===== src/rtl/core/fss_pkg.sv =====
`default_nettype none

package fss_pkg;

    // Request kinds, same codes as the func field on the input stream.
    typedef enum logic [1:0] {
        OP_PATTERN = 2'd0,
        OP_TEXT    = 2'd1,
        OP_FINISH  = 2'd2
    } t_op;

    typedef struct packed {
        t_op        op;
        logic [7:0] data;
    } t_req;

    typedef struct packed {
        logic empty;
        logic full;
    } t_qstat;

    typedef struct packed {
        logic pop;   // head request taken by the engine
        logic load;  // result loaded into the output register
    } t_bstat;

    localparam int QDEPTH     = 4;
    localparam int QPTR_BITS  = $clog2(QDEPTH);
    localparam int QCNT_BITS  = $clog2(QDEPTH + 1);
    localparam int IN_BITS    = 8;
    localparam int USER_BITS  = 2;
    localparam int OUT_BITS   = 24;
    localparam int INDEX_BITS = 16;

endpackage

`default_nettype wire


===== src/rtl/core/fss_front.sv =====
`default_nettype none

module fss_front
    import fss_pkg::*;
(
    input  wire logic                 i_clk,
    input  wire logic                 i_rst_n,
    input  wire logic                 i_valid,
    output logic                      o_ready,
    input  wire logic [USER_BITS-1:0] i_func,
    input  wire logic [IN_BITS-1:0]   i_byte,
    input  wire logic                 i_pop,
    output t_req                      o_head,
    output t_qstat                    o_qstat
);

    t_req                 r_q [QDEPTH];
    logic [QPTR_BITS-1:0] r_wr, n_wr;
    logic [QPTR_BITS-1:0] r_rd, n_rd;
    logic [QCNT_BITS-1:0] r_count, n_count;
    logic                 keep;
    logic                 push;

    // Classify: unused func code is accepted and dropped.
    always_comb begin
        unique case (i_func)
            OP_PATTERN, OP_TEXT, OP_FINISH: keep = 1'b1;
            default:                        keep = 1'b0;
        endcase
    end

    assign o_ready = (r_count != QCNT_BITS'(QDEPTH));
    assign push    = i_valid && o_ready && keep;

    always_comb begin
        n_wr    = push  ? r_wr + 1'b1 : r_wr;
        n_rd    = i_pop ? r_rd + 1'b1 : r_rd;
        n_count = r_count + QCNT_BITS'(push) - QCNT_BITS'(i_pop);
    end

    always_ff @(posedge i_clk) begin
        if (!i_rst_n) begin
            r_wr    <= '0;
            r_rd    <= '0;
            r_count <= '0;
        end else begin
            r_wr    <= n_wr;
            r_rd    <= n_rd;
            r_count <= n_count;
        end
    end

    always_ff @(posedge i_clk) begin
        if (push) begin
            r_q[r_wr] <= '{op: t_op'(i_func), data: i_byte};
        end
    end

    assign o_head        = r_q[r_rd];
    assign o_qstat.empty = (r_count == '0);
    assign o_qstat.full  = !o_ready;

endmodule

`default_nettype wire


===== src/rtl/core/fss_back.sv =====
`default_nettype none

module fss_back
    import fss_pkg::*;
#(
    parameter int PATTERN_MAX   = 16,
    parameter int POSITION_BITS = 16
) (
    input  wire logic                i_clk,
    input  wire logic                i_rst_n,
    input  wire t_req                i_head,
    input  wire t_qstat              i_qstat,
    output t_bstat                   o_bstat,
    output logic                     o_valid,
    input  wire logic                i_ready,
    output logic [OUT_BITS-1:0]      o_data
);

    localparam int LW = $clog2(PATTERN_MAX + 1);
    localparam int CW = POSITION_BITS + LW;

    // Pattern held newest-first so cell k always faces window cell k.
    logic [7:0]               r_pat [PATTERN_MAX];
    logic [7:0]               r_win [PATTERN_MAX];
    logic [7:0]               win_new [PATTERN_MAX];
    logic [PATTERN_MAX-1:0]   hit;
    logic [LW-1:0]            r_len;
    logic [POSITION_BITS-1:0] r_pos, n_pos;
    logic [POSITION_BITS-1:0] r_first;
    logic                     r_seen;
    logic                     r_ovf;
    logic                     r_out_valid;
    logic [OUT_BITS-1:0]      r_out_data;
    logic                     slot_free;
    logic                     pop;
    logic                     load;
    logic                     window_ok;
    logic [CW-1:0]            diff;
    logic [POSITION_BITS-1:0] sel_idx;
    logic [POSITION_BITS+INDEX_BITS-1:0] idx_ext;

    assign slot_free = !r_out_valid || i_ready;
    assign pop       = !i_qstat.empty && ((i_head.op != OP_FINISH) || slot_free);
    assign load      = pop && (i_head.op == OP_FINISH);

    assign n_pos = r_pos + POSITION_BITS'(r_pos != '1);

    always_comb begin
        for (int k = 0; k < PATTERN_MAX; k++) begin
            win_new[k] = (k == 0) ? i_head.data : r_win[(k == 0) ? 0 : k - 1];
            hit[k]     = (k >= int'(r_len)) || (r_pat[k] == win_new[k]);
        end
    end

    assign window_ok = (&hit) && (r_len != '0) && (CW'(n_pos) >= CW'(r_len));
    assign diff      = CW'(n_pos) - CW'(r_len);
    assign sel_idx   = r_seen ? r_first : '0;
    assign idx_ext   = {{INDEX_BITS{1'b0}}, sel_idx};

    // Shift stores, no reset: only cells below r_len are ever compared.
    always_ff @(posedge i_clk) begin
        if (pop && (i_head.op == OP_TEXT)) begin
            for (int k = 0; k < PATTERN_MAX; k++) begin
                r_win[k] <= win_new[k];
            end
        end
        if (pop && (i_head.op == OP_PATTERN) && (r_len != LW'(PATTERN_MAX))) begin
            r_pat[0] <= i_head.data;
            for (int k = 1; k < PATTERN_MAX; k++) begin
                r_pat[k] <= r_pat[k-1];
            end
        end
        if (load) begin
            r_out_data <= {{(OUT_BITS-INDEX_BITS-2){1'b0}}, r_ovf,
                           idx_ext[INDEX_BITS-1:0], (r_len == '0) || r_seen};
        end
    end

    always_ff @(posedge i_clk) begin
        if (!i_rst_n) begin
            r_len       <= '0;
            r_pos       <= '0;
            r_first     <= '0;
            r_seen      <= 1'b0;
            r_ovf       <= 1'b0;
            r_out_valid <= 1'b0;
        end else begin
            if (load) begin
                r_out_valid <= 1'b1;
            end else if (i_ready) begin
                r_out_valid <= 1'b0;
            end
            if (pop) begin
                case (i_head.op)
                    OP_PATTERN: begin
                        if (r_len != LW'(PATTERN_MAX)) begin
                            r_len <= r_len + 1'b1;
                        end else begin
                            r_ovf <= 1'b1;
                        end
                    end
                    OP_TEXT: begin
                        r_pos <= n_pos;
                        if (!r_seen && window_ok) begin
                            r_seen  <= 1'b1;
                            r_first <= diff[POSITION_BITS-1:0];
                        end
                    end
                    OP_FINISH: begin
                        r_len   <= '0;
                        r_pos   <= '0;
                        r_first <= '0;
                        r_seen  <= 1'b0;
                        r_ovf   <= 1'b0;
                    end
                    default: begin
                    end
                endcase
            end
        end
    end

    assign o_bstat.pop  = pop;
    assign o_bstat.load = load;
    assign o_valid      = r_out_valid;
    assign o_data       = r_out_data;

endmodule

`default_nettype wire


===== src/rtl/core/first_substring_match.sv =====
// first_substring_match: streaming first-occurrence substring search.
// Slave stream carries requests: tuser is the kind (0 pattern byte, 1 text
// byte, 2 finish), tdata the byte. Kind 3 is accepted and dropped.
// Load pattern bytes first, then stream text; a finish request returns one
// result on the master stream and clears the search for the next run.
// Each text byte is compared against the whole pattern at once by a
// row of byte comparators, so requests are taken one per cycle unless a
// finish waits on a stalled master side. Throughput: 1 request per cycle
// outside such stalls, set by the 4-entry request queue and the comparator row.
// Result path: an accepted finish is written into the request queue and,
// once requests queued ahead of it are taken and the output slot is free,
// loads the output register that drives the master stream.
// When the master side stalls, the result waits in the output register;
// pattern and text requests behind it keep flowing, a second finish waits
// in the queue, and tready drops only when the queue is full.
// Reset (synchronous, active low) empties the queue and the output register
// and clears pattern length, position and flags. No clearing pass is needed.
// Position counts saturate at 2^POSITION_BITS-1.
`default_nettype none

module first_substring_match
    import fss_pkg::*;
#(
    parameter int PATTERN_MAX   = 16,
    parameter int POSITION_BITS = 16
) (
    input  wire logic                 i_clk,
    input  wire logic                 i_rst_n,
    input  wire logic                 i_s_axis_tvalid,
    output logic                      o_s_axis_tready,
    input  wire logic [IN_BITS-1:0]   i_s_axis_tdata,   // [7:0] data_byte
    input  wire logic [USER_BITS-1:0] i_s_axis_tuser,   // [1:0] func
    output logic                      o_m_axis_tvalid,
    input  wire logic                 i_m_axis_tready,
    output logic [OUT_BITS-1:0]       o_m_axis_tdata    // [0] found, [16:1] match_index,
                                                        // [17] pattern_overflow, rest 0
);

    t_req   head;
    t_qstat qstat;
    t_bstat bstat;

    // Front: accept and classify requests, queue them.
    fss_front u_front (
        .i_clk   (i_clk),
        .i_rst_n (i_rst_n),
        .i_valid (i_s_axis_tvalid),
        .o_ready (o_s_axis_tready),
        .i_func  (i_s_axis_tuser),
        .i_byte  (i_s_axis_tdata),
        .i_pop   (bstat.pop),
        .o_head  (head),
        .o_qstat (qstat)
    );

    // Back: pattern/window shift registers, comparators, result register.
    fss_back #(
        .PATTERN_MAX   (PATTERN_MAX),
        .POSITION_BITS (POSITION_BITS)
    ) u_back (
        .i_clk   (i_clk),
        .i_rst_n (i_rst_n),
        .i_head  (head),
        .i_qstat (qstat),
        .o_bstat (bstat),
        .o_valid (o_m_axis_tvalid),
        .i_ready (i_m_axis_tready),
        .o_data  (o_m_axis_tdata)
    );

    // Engine never takes from an empty queue.
    a_pop_nonempty: assert property (@(posedge i_clk) disable iff (!i_rst_n)
        bstat.pop |-> !qstat.empty)
        else $error("pop from empty request queue");

    // A kept request lands in the queue.
    a_push_lands: assert property (@(posedge i_clk) disable iff (!i_rst_n)
        (i_s_axis_tvalid && o_s_axis_tready &&
         (i_s_axis_tuser == OP_PATTERN || i_s_axis_tuser == OP_TEXT ||
          i_s_axis_tuser == OP_FINISH)) |=> !qstat.empty)
        else $error("accepted request lost");

    // A result is loaded only when the output slot is free.
    a_load_slot: assert property (@(posedge i_clk) disable iff (!i_rst_n)
        bstat.load |-> (!o_m_axis_tvalid || i_m_axis_tready))
        else $error("result overwrote a pending result");

    // tready low means the queue is really full.
    a_ready_full: assert property (@(posedge i_clk) disable iff (!i_rst_n)
        !o_s_axis_tready |-> qstat.full && !qstat.empty)
        else $error("tready low with room in queue");

endmodule

`default_nettype wire


===== config.mk =====
export PLATFORM = sky130hd
export DESIGN_NAME = first_substring_match
export DESIGN_NICKNAME = d
export VERILOG_FILES = /design/src/rtl/core/fss_pkg.sv /design/src/rtl/core/fss_front.sv /design/src/rtl/core/fss_back.sv /design/src/rtl/core/first_substring_match.sv
export SDC_FILE = /design/constraint.sdc
export NUM_CORES = 1
export LEC_CHECK = 0
export ABC_AREA = 0
export BUFFER_PORTS_ARGS = -buffer_cell sky130_fd_sc_hd__buf_2
export CAP_MARGIN = 5
export CORE_MARGIN = 4
export CORE_UTILIZATION = 55
export CTS_BUF_LIST = sky130_fd_sc_hd__clkbuf_16
export DETAILED_ROUTE_END_ITERATION = 10
export GPL_TIMING_DRIVEN = 0
export HOLD_SLACK_MARGIN = 0.15
export PLACE_DENSITY_LB_ADDON = 0.1
export SYNTH_ARGS = -nofsm -noshare
export SYNTH_HDL_FRONTEND = slang
export SYNTH_SLANG_ARGS = --single-unit
export TNS_END_PERCENT = 10

===== constraint.sdc =====
create_clock -name i_clk -period 11.7 [get_ports i_clk]
set_clock_uncertainty 0.05 [all_clocks]
set_input_delay 1.17 -clock i_clk [delete_from_list [all_inputs] [get_ports i_clk]]
set_output_delay 1.17 -clock i_clk [all_outputs]
set_load 0.1 [all_outputs]

# Yosys cells after proc, flatten, opt, wreduce, memory -nomap -nowiden
# Memory sizes are Yosys's and may differ from the RTL's. A register that Yosys moved wholly into a read port is not among the register bits.
# Index checks and enable logic that the tools add are counted.
# Widths: inputs -> output; s select.
# op_classes
reduce_logical,46
magnitude_cmp,17
muxes,20
n_eq_ne,27
n_addsub,7
# ops
operator,n
$eq 8x8->1,16
$pmux 16 s2,2
$ge 4x5->1 const A,8
$ge 3x5->1 const A,4
$logic_or 1x1->1,19
$add 16x1->16,1
$ge 16x5->1,1
$mux 16,1
$ne 16x16->1 const B,1
$reduce_and 16->1,1
$sub 16x5->16,1
$mux 1,11
$ge 1x5->1 const A,2
$ge 2x5->1 const A,2
$logic_and 1x1->1,10
$pmux 5 s2,1
$reduce_and 3->1,3
$ne 2x2->1 const B,4
$reduce_bool 2->1,3
$add 5x1->5 const B,1
$logic_not 5->1,1
$mux 5,1
$ne 5x5->1 const B,1
$reduce_bool 5->1,1
other kinds (13),21
# word_totals
regBits,65
output_inout_bits,26
inputBits,14
elab_cells,131
mem_count,3
ramBits,296
# mem_list
memory,depth,word_bits,read_ports,rd_clocked_by_memory_dff,write_ports,line_no,source
u_back.r_pat,16,8,16,0,16,fss_back.sv:23,logic [7:0] r_pat [PATTERN_MAX];
u_back.r_win,16,8,15,0,16,fss_back.sv:24,logic [7:0] r_win [PATTERN_MAX];
u_front.r_q,4,10,1,1,1,fss_front.sv:17,t_req r_q [QDEPTH];

# Depth between registers and ports, before layout
# Gate-level depths: netlist of the first run.
# An unclocked memory read counts as a cell.
# depth
ltp_word,9
ltp_mapped,19
ltp_nobuf,16

# Cells and area by module
# A second synthesis of the first run with hierarchy kept.
# hier_totals
cells_unflattened,929
hier_area_um2,14348.8
# modules_own_cells
mod,seq_area_each_um2,cells_each,instances,area_per_inst_um2
fss_back,8788.4,828,1,12440.7
fss_front,1381.3,101,1,1908.1

# Worst setup path before layout of the first run
# No wires, ideal clock.
# synth_path
path_type,flip-flop to flip-flop
startpoint,register with a tool-made name
endpoint,memory u_back.r_pat[0][0] (enable)
setup_slack_ps,5838
required_ps,11147
period_less_slack_ps,5862
setup_time_ps,503
path_stages_with_launch,7
path_buffers,2
arrival_time_ps,5309
cell_sequence,dfxtp_1 clkbuf_1 mux4_2 ha_1 clkbuf_1 a31oi_1 and3_1
# synth_lines
item,line_no
end: declaration,fss_back.sv:23

# Final worst setup path of the first run
# layout_path
startpoint,register u_back.r_pos[8]
endpoint,register u_back.r_first[15]
# layout_via
elab_chain_len,7
elab_cells_between_ends,10
classes_between,2 x add/sub; 1 x order compare; 2 x eq/ne; 2 x mux; 3 x reduce/logical
# layout_lines
item,line_no,source
start: declaration,fss_back.sv:28,"logic [POSITION_BITS-1:0] r_pos, n_pos;"
start signal: assignment,fss_back.sv:103,r_pos <= n_pos;
$ne 16x16->1,fss_back.sv:46,assign n_pos = r_pos + POSITION_BITS'(r_pos != '1);
$add 16x1->16 (*),fss_back.sv:46,
$ge 16x5->1,fss_back.sv:55,assign window_ok = (&hit) && (r_len != '0) && (CW'(n_pos) >= CW'(r_len));
$logic_and 1x1->1,fss_back.sv:55,
$logic_and 1x1->1,fss_back.sv:104,if (!r_seen && window_ok) begin
$ne 2x2->1 (no line),--,
$reduce_and 3->1 (no line),--,
end signal: assignment,fss_back.sv:106,r_first <= diff[POSITION_BITS-1:0];
end: declaration,fss_back.sv:29,logic [POSITION_BITS-1:0] r_first;
# Every way passes the cells marked *; elsewhere a longest branch is shown, timed or not. The select of a mux whose other input is x is not followed.
# A chain may end at the register's enable or synchronous reset.

==> results.toml, run 1 <==
[clock_network]
cts_root_buf = "clkbuf_16"
post-cts-setup-buffer-count = 0
cts_max_path_buffers = 3
numCtsBuffers = 37
clk_pin_slew_ps = 60
clock-sinks = 355
cts_tree = "done"
cts_htree_levels = 2
hold_buffers = 0
clk_latency_ps = 520
cts_resized = 0

[place]
placed_area_um2 = 15100
place.gp.congestion = 0.836
io_buffers = 33
dp.cells = 1312
dp_hpwl_um = 15900
place_ws_ps = 6740

[min_path]
whs_path_depth = 2
holdPathEnd = "u_back.r_first[5]"
hp-class = "reg2reg"
min_from = "u_back.r_first[5]"

[cells_and_area]
post-route-util_pct = 63.5
n_fill_cell = 1907
fin_area_um2 = 16200
multi_input_area_um2 = 3950
nets = 1056
area_delta_synth_final_pct = 12.5
diodes = 0
seq_area_um2 = 10200
drive_gt1_share_pct = 11.6
layout.cells.non_filler = 1377

[pwr]
seqPwrFrac_pct = 49.7
power.switching_mw = 1.27
p_per_area_nw_per_um2 = 249
peakVddDrop_mv = 0.163
internal_power_mw = 2.75
p_leak_nw = 5.51
p_sw_share_pct = 31.6
combPwrFrac_pct = 23.7
pwr-share-clk_pct = 26.6

[global_routing]
grt_max_degree = 63
antenna_found_initial = 1
grt_use_met1_pct = 22.2
met3_usage_pct = 3.40
grt_usage_pct = 16.8
grt_pass1_vias = 7307
grt_util_met2_pct = 28.4
grt_pass1_wl_um = 38200
busiest_layer = "met2"
gr-total-overflow = 0

[detailed_routing]
wl_per_cell_um = 17.4
drtAntennaViolNets = 0
viasPerCell = 5.32
first_pass_iters = 6
first_iter_violations = 513
num_vias = 7332
drcViolationCount = 0
wirelength_um = 24000

[sta]
slew_viol_final = 0
relSlewSlack_pct = 34.9
hold_viol = 0
max_freq_mhz = 201
fin_ws_ps = 6720
tns_ps = 0
setup_violations = 0
period_minus_slack_ps = 4980
min_period_over_period_pct = 42.6
rsz0062_at_grt = "false"
worst_pin_slew_ps = 972

[yosys]
async_flop_share_pct = 0
synthDistinctLibCells = 66
yosysWarnings = 0
synth_edf_count = 306
syn_inst = 941
yosys_register_bits = 355
synth_commonest_cells = "edfxtp_1, xor2_1, nand2_1"
ys_seq_area_share_pct = 70.8
netlist_area_um2 = 14400
synthFlopType = "edfxtp_1"
yosys-top-cells-area = "edfxtp_1, dfxtp_1, xor2_1"
synth.avg_cell_area_um2 = 15.3
yosysTopAreaCell = "edfxtp_1"
synth_top_area_share_pct = 63.9
synth.most_common_cell = "edfxtp_1"

[floorplan]
rows = 58
start_util_pct = 56.4
die_y_um = 170
die-area_um2 = 28800
die_w_um = 170
coreArea_um2 = 25500
io_pins = 40

[critical_path]
worstReg2RegEnd = "u_back.r_first[15]"
critPathBufInv = 2
arrival_ps = 5320
crit_slowest_cell = "or4_1"
reg2reg_setup_slack_ps = 6720
crit_family = "simple AND/OR/NAND/NOR gates"
reg2reg_depth = 17
slowest_delay_ps = 570
required_ps = 12040
criticalPathCategory = "reg2reg"
end_kind = "flip-flop"
path_cells = "clkbuf_1 > and3_1 > nand2_1 > nor2_1 > nand4_1 > ha_1 > xnor2_1 > fa_1 > nand2b_1 > a21oi_1 > nor4_4 > nand2_1 > or2_4 > or4_1 > and3_1 > buf_6 > mux2_4"
crit_fanout = 10
r2r_start = "u_back.r_pos[8]"
critPathLaunchType = "flip-flop"

[flow_run]
cap_violations = 0

[run_status]
status = "finished clean"
[logic make-up (layout without fill, tap and decap cells)]
| family | after synthesis | in the layout | share of synthesized area, % |
|---|---|---|---|
| flops | 355 | 355 | 70.8 |
| simple gates | 232 | 232 | 8.69 |
| xor+xnor | 154 | 154 | 9.44 |
| compound gates | 88 | 88 | 4.01 |
| buf+inv | 57 | 158 | 1.92 |
| mux | 33 | 33 | 3.20 |
| fa+ha+maj | 21 | 21 | 1.93 |
| other cells | 1 | 6 | 0.0261 |
[per-stage QoR]
| stage | power [mW] | hold WS, ps |
|---|---|---|
| detailed placement | 3.00 | 393 |
| CTS | 4.08 | 403 |
| finish | 4.03 | 400 |
| floorplan | 2.73 | 380 |
| global route | 4.24 | 423 |
| global placement | 3.00 | 390 |
[routing by layer]
layer  part of all wire [%]  vias up
li1                       -     3607
met1                     43     3525
met2                     50      151
met3                    4.7       47
met4                    2.4        2
met5                  0.029        -
[layout make-up]
class / instances / share of cell area [%]
clock inverters: 27 / 1.02
multi-input cells: 534 / 24.4
repair buffers: 36 / 1.53
well taps: 330 / 2.55
clock buffers: 38 / 5.88
plain buffers: 37 / 1.24
inverters: 20 / 0.464
flip-flops and latches: 355 / 62.9
[power groups by stage]
stage,Combinational (mW),Clock [mW],Sequential [mW]
4_1_cts,0.979,1.10,2.00
6_report,0.954,1.07,2.00
2_1_floorplan,0.580,0,2.15
3_5_place_dp,0.972,0,2.03
3_3_place_gp,0.930,0,2.07
5_1_grt,1.05,1.16,2.04
[cells in the final DEF (no fill, tap or decap), types with 8 or more instances in the layout]
| cell | instances |
|---|---|
| clkbuf_16 | 38 |
| nand2_1 | 55 |
| dfxtp_1 | 49 |
| clkbuf_1 | 24 |
| mux4_2 | 10 |
| mux2i_1 | 22 |
| xor2_1 | 101 |
| a21oi_1 | 17 |
| o21ai_0 | 26 |
| clkinv_1 | 8 |
| ha_1 | 19 |
| and3_1 | 8 |
| edfxtp_1 | 306 |
| nor2_1 | 32 |
| and2_1 | 35 |
| nand3_1 | 9 |
| nand4_1 | 17 |
| xnor2_1 | 52 |
| buf_2 | 34 |
| nor3_1 | 14 |
| inv_1 | 27 |
| nor4_1 | 26 |
| nor2b_1 | 12 |
[how the worst max path moves through the flow]
| stage | depth (start not counted) | endpoint | slack, ps | from |
|---|---|---|---|---|
| after detailed placement | 17 | u_back.r_first[15] | 6740 | u_back.r_pos[8] |
| after CTS | 17 | u_back.r_first[15] | 6710 | u_back.r_pos[8] |
| final | 17 | u_back.r_first[15] | 6720 | u_back.r_pos[8] |
| after floorplan | 6 | u_back.r_pat[0][0] | 5840 | flip-flop |
| after global placement | 6 | u_back.r_pat[1][49] | 3710 | flip-flop |
| after global routing | 18 | u_back.r_first[5] | 6420 | u_back.r_pos[8] |
[tightest hold or removal path, delay by kind of cell, from the launching register on]
kind | cells | cell delay, ps
flip-flops | 1 | 300
AND/OR/NAND/NOR | 1 | 50
multiplexers | 1 | 50
[registers in the layout (all words and copies together), names as in the netlist, 2 cells and up, named ones only]
name             flops
u_back.o_data       18
u_back.r_first      16
u_back.r_len         5
u_back.r_pat       128
u_back.r_pos        16
u_back.r_win       120
u_front.r_count      3
u_front.r_q         40
u_front.r_rd         2
u_front.r_wr         2
(Power assumes the default switching activity.)
==> inputs of run 2 (changes only) <==
clock period = 4.8 ns   (was 11.7 ns; I/O delays follow)
==> run 2 against run 1 <==
Count of clock-buffer cells in the layout unchanged. Combinational power grew 150%. Worst setup slack got worse by 6400 ps. Critical path type unchanged. Largest cell class unchanged. Highest routed layer is now met4.
==> results.toml, run 2 (synthesis results as in run 1) <==
[cells_and_area]
mostFrequentLayoutCells = "edfxtp_1, xor2_1, nand2_1, xnor2_1, dfxtp_1"
top_register = "u_back.r_pat"
diodes = 0
top_regs = "u_back.r_pat: 128 flops, u_back.r_win: 120 flops, u_front.r_q: 40 flops"
area_delta_synth_final_pct = 14.0
layout.cells.non_filler = 1386
drive_gt1_share_pct = 12.3
largest_reg_flops = 128
nets = 1067
final_common_cell = "edfxtp_1"

[pwr]
p_sw_share_pct = 30.9
seqPwrFrac_pct = 48.9
combPwrFrac_pct = 23.7
p_per_area_nw_per_um2 = 609
peakVddDrop_mv = 0.379
p_total_mw = 9.98
power.switching_mw = 3.08
internal_power_mw = 6.89
p_leak_nw = 5.61
pwr-share-clk_pct = 27.4

[place]
io_buffers = 33
place.gp.congestion = 0.823
dp.cells = 1313
dp_hpwl_um = 16100

[sta]
max_freq_mhz = 225
rsz0062_at_grt = "false"
worst_pin_slew_ps = 895
period_minus_slack_ps = 4440
relSlewSlack_pct = 40.2
setup_violations = 0
hold_viol = 0
min_period_over_period_pct = 92.4
slew_viol_final = 0

[flow_run]
cap_violations = 0

[clock_network]
cts_htree_levels = 2
clk_pin_slew_ps = 60
cts_max_path_buffers = 3
clk_latency_ps = 510
numCtsBuffers = 37
clock-sinks = 355
cts_root_buf = "clkbuf_16"
cts_tree = "done"

[min_path]
holdPathEnd = "u_back.o_valid"
hp-class = "in2reg"
min_from = "i_m_axis_tready"
whs_path_depth = 4

[detailed_routing]
wl_per_cell_um = 17.4
drtAntennaViolNets = 0
wirelength_um = 24100
viasPerCell = 5.37
drcViolationCount = 0
first_iter_violations = 491
first_pass_iters = 6
num_vias = 7437

[critical_path]
worstReg2RegEnd = "u_back.r_first[15]"
reg2reg_depth = 17
required_ps = 5140
end_kind = "flip-flop"
crit_path_start = "u_back.r_pos[8]"
slowest_delay_ps = 580
crit_slowest_cell = "or4_1"
critPathBufInv = 1
crit_fanout = 10
criticalPathCategory = "reg2reg"
critPathLaunchType = "flip-flop"
r2r_start = "u_back.r_pos[8]"
reg2reg_setup_slack_ps = 360
crit_family = "simple AND/OR/NAND/NOR gates"
path_cells = "and3_1 > nand2_1 > nor2_2 > nand4_1 > ha_1 > nand3_1 > xnor2_1 > ha_1 > o21ai_0 > a21oi_1 > nor4_4 > nand2_1 > or2_4 > or4_1 > and3_1 > buf_6 > mux2_4"
arrival_ps = 4770

[run_status]
status = "finished clean"

[floorplan]
io_pins = 40
die-area_um2 = 28800
die_y_um = 170
die_w_um = 170
start_util_pct = 56.4
rows = 58
coreArea_um2 = 25500

[global_routing]
grt_usage_pct = 17.0
grt_use_met1_pct = 22.5
busiest_layer = "met2"
met3_usage_pct = 3.05
antenna_found_initial = 0
grt_pass1_vias = 7424
grt_max_degree = 61
grt_util_met2_pct = 28.9
grt_pass1_wl_um = 38700
gr-total-overflow = 0
## run 2: cell count changes in the layout (fill, tap and decap cells not counted), sizes merged
| cell | previous run | this run |
|---|---|---|
| clkinv | 16 | 12 |
| bufinv | 1 | 4 |
| clkdlybuf4s15 | 0 | 1 |
| dlygate4sd3 | 0 | 10 |
| clkbuf | 62 | 59 |
| buf | 49 | 52 |
| clkinvlp | 2 | 1 |
## run 2: area by class of cell
type                            instances  area [µm²]
Fill cell                            1811        9090
Buffer                                 35         199
Clock inverter                         25         223
Inverter                               20        75.1
Tap cell                              330         413
Clock buffer                           38         951
Sequential cell                       355       10200
Timing Repair Buffer                   49         383
Multi-Input combinational cell        534        3970
## run 2: what timing repair did
item                                    CTS  global route
hold buffers                             10             0
gates cloned                              0             0
pin swaps                                 0             1
setup buffers                             0             2
resized for setup                         2             6
hold endpoints to repair                 38             0
endpoints found under the setup margin   17            17
## run 2: how the worst max path moves through the flow
stage               depth (start not counted)                 end  slack [ps]
floorplan                                   6  u_back.r_win[0][0]        -800
global placement                            6  u_back.r_win[6][1]       -2830
detailed placement                         17  u_back.r_first[15]        -180
CTS                                        17  u_back.r_first[15]          20
global route                               17  u_back.r_first[15]          20
finish                                     17  u_back.r_first[15]         360
## run 2: metal layers
layer | part of all wire [%] | wire length (µm) | vias up
met5 | 0 | 0 | -
met4 | 2.7 | 651 | 0
met3 | 4.4 | 1060 | 45
met2 | 50 | 12000 | 152
met1 | 43 | 10400 | 3610
li1 | - | - | 3630
## run 2: stage by stage
step	TNS, ps	setup WS (ps)	hold slack, ps	area [µm²]	util, %
finish	0	363	215	16400	64.3
global route	0	19.4	236	16400	64.3
CTS	0	20.4	195	16400	64.2
detailed placement	-1840	-182	397	15100	59.2
global placement	-465350	-2830	390	15000	58.8
floorplan	-95900	-799	380	14400	-
## run 2: worst reg2reg max path, delay by kind of cell, from the launching register on
family | cells | cell delay, ps
and+or+nand+nor | 10 | 2260
muxes | 1 | 290
DFF | 1 | 440
buffers and inverters | 1 | 150
AOI/OAI and AO/OA | 2 | 290
xor gates and xnor gates | 1 | 180
adders and majority gates | 2 | 640
## run 2: power groups by stage
stage               clock, mW  sequential (mW)  combinational [mW]
finish                   2.74             4.88                2.36
global route             2.93             4.96                2.61
CTS                      2.80             4.88                2.41
detailed placement          0             4.94                2.39
global placement            0             5.01                2.27
floorplan                   0             5.21                1.41
==> inputs of run 3 (changes only) <==
BUFFER_PORTS_ARGS = -buffer_cell sky130_fd_sc_hd__buf_4   (was -buffer_cell sky130_fd_sc_hd__buf_2)
==> run 3 against run 2 <==
Die area unchanged. Via count about the same. Flip-flop and latch count unchanged. Global-route usage down 0.15 points. Sequential share of layout area up 0.10 points. Routed wire length down 0.29%.
==> results.toml, run 3 (synthesis results as in run 1) <==
[global_routing]
grt_pass1_vias = 7363
met3_usage_pct = 2.82
busiest_layer = "met2"
antenna_found_initial = 0
grt_use_met1_pct = 23.0
grt_pass1_wl_um = 38700
gr-total-overflow = 0
grt_util_met2_pct = 28.5
grt_max_degree = 63
grt_usage_pct = 16.9

[detailed_routing]
first_iter_violations = 590
wirelength_um = 24000
num_vias = 7435
drcViolationCount = 0
wl_per_cell_um = 17.3
viasPerCell = 5.37
first_pass_iters = 5
drtAntennaViolNets = 0

[cells_and_area]
seq_area_um2 = 10200
area_delta_synth_final_pct = 13.9
diodes = 0
drive_gt1_share_pct = 11.7
post-route-util_pct = 64.2
layout.cells.non_filler = 1385
n_fill_cell = 1865
mostFrequentLayoutCells = "edfxtp_1, xor2_1, nand2_1, xnor2_1, dfxtp_1"
nets = 1063
multi_input_area_um2 = 3970
final_common_cell = "edfxtp_1"
fin_area_um2 = 16400
largest_reg_flops = 128
top_register = "u_back.r_pat"
top_regs = "u_back.r_pat: 128 flops, u_back.r_win: 120 flops, u_front.r_q: 40 flops"

[pwr]
combPwrFrac_pct = 24.2
power.switching_mw = 3.08
pwr-share-clk_pct = 25.8
peakVddDrop_mv = 0.380
p_total_mw = 9.79
seqPwrFrac_pct = 50.0
p_sw_share_pct = 31.5
p_per_area_nw_per_um2 = 598
p_leak_nw = 5.59
internal_power_mw = 6.71

[run_status]
status = "finished clean"

[place]
placed_area_um2 = 15200
dp.cells = 1313
io_buffers = 33
dp_hpwl_um = 16100
place.gp.congestion = 0.826

[clock_network]
clk_latency_ps = 510
clk_pin_slew_ps = 60
cts_tree = "done"
cts_htree_levels = 2
cts_max_path_buffers = 3
clock-sinks = 355
cts_root_buf = "clkbuf_16"
numCtsBuffers = 37

[sta]
hold_viol = 0
max_freq_mhz = 219
worst_pin_slew_ps = 903
relSlewSlack_pct = 39.3
setup_violations = 0
slew_viol_final = 0
period_minus_slack_ps = 4570
min_period_over_period_pct = 95.2
rsz0062_at_grt = "false"

[critical_path]
end_kind = "flip-flop"
crit_fanout = 8
path_cells = "buf_4 > and4_1 > buf_6 > and3_1 > nand4_1 > ha_1 > nand3_1 > xnor2_1 > ha_1 > o21ai_0 > a21oi_1 > nor4_4 > nand2_1 > or2_4 > or4_1 > and3_1 > buf_6 > mux2_4"
crit_slowest_cell = "or4_1"
critPathLaunchType = "flip-flop"
slowest_delay_ps = 560
reg2reg_depth = 18
r2r_start = "u_back.r_pos[4]"
crit_path_start = "u_back.r_pos[4]"
crit_path_end = "u_back.r_first[15]"
criticalPathCategory = "reg2reg"
arrival_ps = 4900
worstReg2RegEnd = "u_back.r_first[15]"
reg2reg_setup_slack_ps = 230
required_ps = 5130

[floorplan]
io_pins = 40
rows = 58
start_util_pct = 56.4
coreArea_um2 = 25500
die-area_um2 = 28800
die_w_um = 170
die_y_um = 170

[flow_run]
cap_violations = 0

[min_path]
hp-class = "in2reg"
## run 3: power by group through the flow
stage / registers (mW) / logic (mW) / clock network (mW)
detailed placement: 4.95 / 2.42 / 0
finish: 4.90 / 2.37 / 2.53
global placement: 5.01 / 2.30 / 0
CTS: 4.89 / 2.44 / 2.59
global route: 4.98 / 2.61 / 2.74
floorplan: 5.21 / 1.41 / 0
## run 3: layout make-up
| cell class | instances | area share, % |
|---|---|---|
| buffer | 33 | 1.13 |
| timing repair buffer | 47 | 2.80 |
| tap | 330 | 2.52 |
| sequential | 355 | 62.2 |
| inverter | 20 | 0.459 |
| clock inverter | 28 | 0.841 |
| clock buffer | 38 | 5.81 |
| multi-input combinational | 534 | 24.2 |
## run 3: repair_timing
action / in CTS / in global routing
gates cloned: 0 / 0
hold buffers: 10 / 0
endpoints found under the setup margin: 17 / 17
resized for setup: 1 / 7
buffers inserted: 0 / 0
pin swaps: 0 / 1
endpoints found under the hold margin: 40 / 0
## run 3: how the worst min path moves through the flow
stage	start	endpoint	slack, ps	cells past startpoint
6_report	i_m_axis_tready	u_back.o_valid	220	4
5_1_grt	i_m_axis_tready	u_back.o_valid	240	4
4_1_cts	i_m_axis_tready	u_back.o_valid	190	4
3_5_place_dp	u_back.r_ovf	u_back.o_data[17]	390	0
3_3_place_gp	u_back.r_first[12]	u_back.r_first[12]	390	2
2_1_floorplan	u_back.r_first[0]	u_back.r_first[0]	380	2
## run 3: routing by layer
metal	up-vias	share of wire, %	wire [µm]
met4	0	2.4	576
met5	-	0	0
li1	3628	-	-
met3	49	4.0	959
met2	135	50	12100
met1	3623	43	10400
## run 3: critical path: cells and delay by family (launching register included)
| family | cells | cell delay [ps] |
|---|---|---|
| AOI/OAI and AO/OA | 2 | 270 |
| xor gates and xnor gates | 1 | 320 |
| adders and majority gates | 2 | 590 |
| buffers and inverters | 3 | 430 |
| DFF | 1 | 290 |
| muxes | 1 | 290 |
| and+or+nand+nor | 9 | 2170 |
## run 3: stage by stage
step | hold slack (ps) | setup slack, ps | setup TNS [ps]
CTS | 192 | 34.3 | 0
global route | 242 | 2.16 | 0
finish | 218 | 232 | 0
floorplan | 380 | -799 | -95900
detailed placement | 394 | -162 | -1600
global placement | 389 | -2850 | -467820
